==> src/hdl/spmv_pkg.sv <==
package spmv_pkg;

   // Storage and value sizes.
   localparam int VALUE_WIDTH = 32;
   localparam int X_DEPTH     = 1024;
   localparam int X_ADDR_W    = $clog2(X_DEPTH);
   localparam int VLEN_W      = X_ADDR_W + 1;

   // Shared multiplier: signed operands one bit wider than a value so that the
   // low word of the accumulator can enter as an unsigned number.
   localparam int MUL_W  = VALUE_WIDTH + 1;
   localparam int PROD_W = 2 * MUL_W;
   localparam int ACC_W  = 2 * VALUE_WIDTH;
   localparam int BETA_SHIFT = 16;

   // Request tdata layout, lowest field first.
   localparam int XI_LSB     = 0;
   localparam int XV_LSB     = XI_LSB + X_ADDR_W;
   localparam int MV_LSB     = XV_LSB + VALUE_WIDTH;
   localparam int COL_LSB    = MV_LSB + VALUE_WIDTH;
   localparam int OY_LSB     = COL_LSB + X_ADDR_W;
   localparam int ME_BIT     = OY_LSB + VALUE_WIDTH;
   localparam int REQ_DATA_W = ((ME_BIT + 1 + 7) / 8) * 8;

   localparam int RSP_DATA_W = VALUE_WIDTH;
   localparam int RSP_USER_W = 2;

   // Request kinds carried on tuser.
   typedef enum logic [1:0] {
      ACT_LOAD    = 2'd0,
      ACT_NONZERO = 2'd1,
      ACT_EMPTY   = 2'd2
   } action_type;

   // Control register indexes.
   localparam int CSR_INDEX_W = 2;
   localparam logic [CSR_INDEX_W-1:0] CSR_ALPHA = 2'd0;
   localparam logic [CSR_INDEX_W-1:0] CSR_BETA  = 2'd1;
   localparam logic [CSR_INDEX_W-1:0] CSR_VLEN  = 2'd2;

   localparam logic [VALUE_WIDTH-1:0] ALPHA_RESET = VALUE_WIDTH'(65536);
   localparam logic [VLEN_W-1:0]      VLEN_RESET  = VLEN_W'(X_DEPTH);
   localparam logic [VLEN_W-1:0]      X_DEPTH_LEN = VLEN_W'(X_DEPTH);

endpackage

==> src/hdl/spmv_mul.sv <==
// Shared signed multiplier with a registered product.
module spmv_mul (
   input  logic                                 clock,
   input  logic signed [spmv_pkg::MUL_W-1:0]    op_a,
   input  logic signed [spmv_pkg::MUL_W-1:0]    op_b,
   output logic signed [spmv_pkg::PROD_W-1:0]   prod_ff
);

   logic signed [spmv_pkg::PROD_W-1:0] prod_in;

   assign prod_in = op_a * op_b;

   always_ff @(posedge clock) begin
      prod_ff <= prod_in;
   end

endmodule

==> config.mk <==
export PLATFORM = sky130hd
export DESIGN_NAME = spmv_mul
export DESIGN_NICKNAME = d
export VERILOG_FILES = /design/src/hdl/spmv_pkg.sv /design/src/hdl/spmv_mul.sv
export SDC_FILE = /design/constraint.sdc
export NUM_CORES = 2
export LEC_CHECK = 0
export BUFFER_PORTS_ARGS = -buffer_cell sky130_fd_sc_hd__clkbuf_2
export CAP_MARGIN = 20
export CORE_MARGIN = 1.5
export CORE_UTILIZATION = 65
export CTS_CLUSTER_SIZE = 20
export DETAILED_ROUTE_END_ITERATION = 16
export PLACE_DENSITY = 0.83
export SLEW_MARGIN = 20
export SYNTH_ARGS = -nofsm -noshare
export SYNTH_HDL_FRONTEND = slang
export SYNTH_SLANG_ARGS = --single-unit
==> constraint.sdc <==
create_clock -name clock -period 13 [get_ports clock]
set_input_delay 1.3 -clock clock [delete_from_list [all_inputs] [get_ports clock]]
set_output_delay 1.3 -clock clock [all_outputs]
set_load 0.02 [all_outputs]
Word-level counts from Yosys, hierarchy flattened
Index checks and enable logic that the tools add are counted.
{ "classes": {"mul": 1} }
{ "op_table": {"columns": ["op", "n"], "rows": [
  ["$mul 33x33->66", 1]
]} }
{ "totals": {"ff_bits": 66, "input_bits": 67, "output_inout_bits": 66} }

Longest topological paths before layout
{ "depth": {"depth_word": 1, "mapped_depth": 29, "ltp_nobuf": 27} }

Worst setup path before layout
OpenSTA, ideal clock, no wires.
{ "synth_path": {"path_kind": "input -> register", "start": "input port op_a[32] (netlist name)", "end": "register prod_ff[65] (netlist name)", "setup_time_ns": 0.072, "t_arrival_ns": 8.449, "setup_slack_ns": 4.479, "cell_stages": 22, "n_path_buf": 2, "path_cell_list": "clkbuf_1 > nand2_1 > inv_1 > fa_1 > fa_1 > fa_1 > fa_1 > fa_1 > fa_1 > fa_1 > inv_1 > fa_1 > inv_1 > ha_1 > clkbuf_1 > a21o_1 > a21o_1 > a221o_1 > a31oi_2 > o211ai_1 > o41ai_2 > xnor2_1"} }
{ "synth_between": {"elab_chain_cells": 1} }
{ "synth_rtl": {"columns": ["item", "line", "text"], "rows": [
  ["start, declared", "spmv_mul.sv:4", "input logic signed [spmv_pkg::MUL_W-1:0] op_a,"],
  ["$mul 33x33->66", "spmv_mul.sv:11", "assign prod_in = op_a * op_b;"],
  ["named net prod_in (one bit)", "spmv_mul.sv:9", "logic signed [spmv_pkg::PROD_W-1:0] prod_in;"],
  ["end signal, assigned", "spmv_mul.sv:14", "prod_ff <= prod_in;"],
  ["end, declared", "spmv_mul.sv:6", "output logic signed [spmv_pkg::PROD_W-1:0] prod_ff"]
]} }
The timed path passes the listed nets, and every way through them passes these cells.

Final worst setup path
{ "layout_path": {"start": "input port op_b[9] (netlist name)", "end": "register prod_ff[65] (netlist name)"} }
{ "layout_between": {"elab_chain_cells": 1} }
{ "layout_rtl": {"columns": ["item", "line", "text"], "rows": [
  ["start, declared", "spmv_mul.sv:5", "input logic signed [spmv_pkg::MUL_W-1:0] op_b,"],
  ["$mul 33x33->66", "spmv_mul.sv:11", null],
  ["named net prod_in (one bit)", "spmv_mul.sv:9", null]
]} }
The timed path passes the listed nets, and every way through them passes these cells.

==> results.json <==
{
  "worstPathArrival_ps": 9630,
  "grt_pass1_vias": 31700,
  "die_h_um": 252,
  "synth_area_per_cell_um2": 9.38,
  "grt_pass1_wl_um": 173000,
  "syn-num-nets": 5731,
  "rows": 91,
  "syn2layout_area_growth_pct": 3.09,
  "core_mm2": 0.0616,
  "status": "finished, final reports clean",
  "postRouteAntennaNets": 0,
  "dp_hpwl_um": 85600,
  "hold_viol_final": 0,
  "initial_core_util_pct": 65.5,
  "cts_hold_buf": 0,
  "yosysSeqAreaShare_pct": 3.27,
  "drive_above_1_share_pct": 4.23,
  "regArea_mm2": 0.00132,
  "die_w_um": 252,
  "first_iter_violations": 2170,
  "gr-usage-all-layers_pct": 35.9,
  "fin_setup_tns_ps": 0,
  "synth-edff-count": 0,
  "clock.fmax_mhz": 107,
  "portBuffers": 132,
  "setup-violations-final": 0,
  "drt_pass1_iterations": 6,
  "drcViolationCount": 0,
  "boundaryPins": 133,
  "fillers": 4636,
  "num-nets-final": 5659,
  "numCtsBuffers": 9,
  "hold_slack_ps": 1520,
  "critical_path_class": "input port to flip-flop",
  "synth-main-ff-cell": "dfxtp_1",
  "gp_congestion": 1.01,
  "vias": 28700,
  "fin_util_pct": 67.6,
  "place_inst": 5056,
  "cts.clk_slew.worst_paths_ps": 70,
  "clkSinkCount": 66,
  "required_ps": 13320,
  "slew_headroom_pct": 30.6,
  "cts-htree-levels": 3,
  "grt_overflow_total": 0,
  "netlist_area_mm2": 0.0404,
  "antenna_found_initial": 3,
  "cap_violations": 0,
  "worstMarginPinSlew_ps": 1040,
  "final_cells": 5072,
  "yosysTopAreaCell": "fa_1",
  "yosysWarnings": 0,
  "post_cts_buffers": 0,
  "rsz0062_at_grt": "no",
  "worstSetupStartpointType": "input port",
  "yosysTopAreaCellShare_pct": 56.8,
  "largest_reg_flops": 66,
  "multi_input_area_mm2": 0.0340,
  "fin_crit_sh_pct": 71.6,
  "synthDistinctLibCells": 61,
  "ctsResizeCount": 0,
  "synth_area_leaders": "fa_1 (57%), inv_1 (11%), and2_1 (8.7%)",
  "fp.dieArea_mm2": 0.0636,
  "hold_class": "input port to flip-flop",
  "synth_seq_cells": 66,
  "maxSlewViolCount": 0,
  "endpoint_kind": "flip-flop",
  "regMostFlops": "prod_ff",
  "clk_path_buf_depth": 2,
  "root_buffer": "clkbuf_16",
  "fin_crit_ps": 9310,
  "reg_top3": "prod_ff: 66 flops",
  "async_flop_share_pct": 0,
  "crit_fanout": 33,
  "synth_cells": 4302,
  "drt-total-wl_um": 105000,
  "wl_per_cell_um": 20.8,
  "grt_start_max_net_pins": 34,
  "viasPerCell": 5.66,
  "cts_tree": "built",
  "antenna_cells": 0
}
Yosys cell counts, drive strengths merged (8+ instances only):
library cell,count
ha,217
a21o,28
dfxtp,66
nand4,9
nor2,47
nand2b,9
fa,1145
xnor2,55
clkbuf,220
nand3,18
nand2,543
xor2,20
nor3,8
a31oi,10
o21ai,43
a211oi,9
a21oi,73
and2,563
o21bai,8
inv,1133
cell usage in the layout (no fill, tap or decap), types with 8 or more instances in the layout:
master	count
xnor2_1	55
clkbuf_2	132
o21bai_1	8
and2_1	562
dfxtp_1	66
a21oi_1	73
inv_1	1133
nand2b_1	9
nand3_1	18
nand2_1	543
ha_1	217
a21o_1	28
fa_1	1143
nor2_1	47
a31oi_1	9
xor2_1	20
clkbuf_16	9
nand4_1	9
o21ai_0	37
final timing paths:
path	start	to	slack [ps]	cells past startpoint
max	op_b[9]	prod_ff[65]	3690	23
min	op_a[0]	prod_ff[0]	1520	3
layer usage:
metal	up-vias	share of wire (%)	track usage, %
met5	-	0.039	0
met4	6	5.0	16.3
met3	333	12	10.5
met2	1531	47	56.5
met1	14800	36	46.6
li1	12000	-	-
critical path, cell delays in order:
cell and delay, ps:
clkbuf_2 760, nand2_1 290, fa_1 690, fa_1 860
fa_1 520, inv_1 110, fa_1 450, fa_1 570
fa_1 460, fa_1 500, inv_1 50, fa_1 480
inv_1 50, ha_1 370, and4_1 240, and3_1 230
a31oi_1 190, o21ai_0 170, a221o_1 370, a31oi_2 340
o211ai_1 200, o41ai_2 250, xnor2_1 150
cell type report:
type / instances / share of cell area, %
Clock buffer: 9 / 0.541
Clock inverter: 7 / 0.241
Inverter: 1133 / 10.2
Multi-Input combinational cell: 2882 / 81.6
Sequential cell: 66 / 3.18
Tap cell: 837 / 2.52
Timing Repair Buffer: 138 / 1.70
stage by stage:
stage	worst slack (ps)	cell area [um2]
after global placement	3400	41300
final	3690	41600
after CTS	3630	41600
after global routing	3430	41600
after floorplan	4480	40400
after detailed placement	3280	41300
cells by family after synthesis:
group / after synthesis / synth area share (%)
fa+ha+maj: 1362 / 63.5
buf+inv: 1354 / 12.6
simple gates: 1228 / 15.4
compound gates: 217 / 3.60
xor+xnor: 75 / 1.63
flops: 66 / 3.27
Power is left out: the tool's default activity adds up to more than one toggle a clock period on the data nets, which glitch-free logic cannot reach.
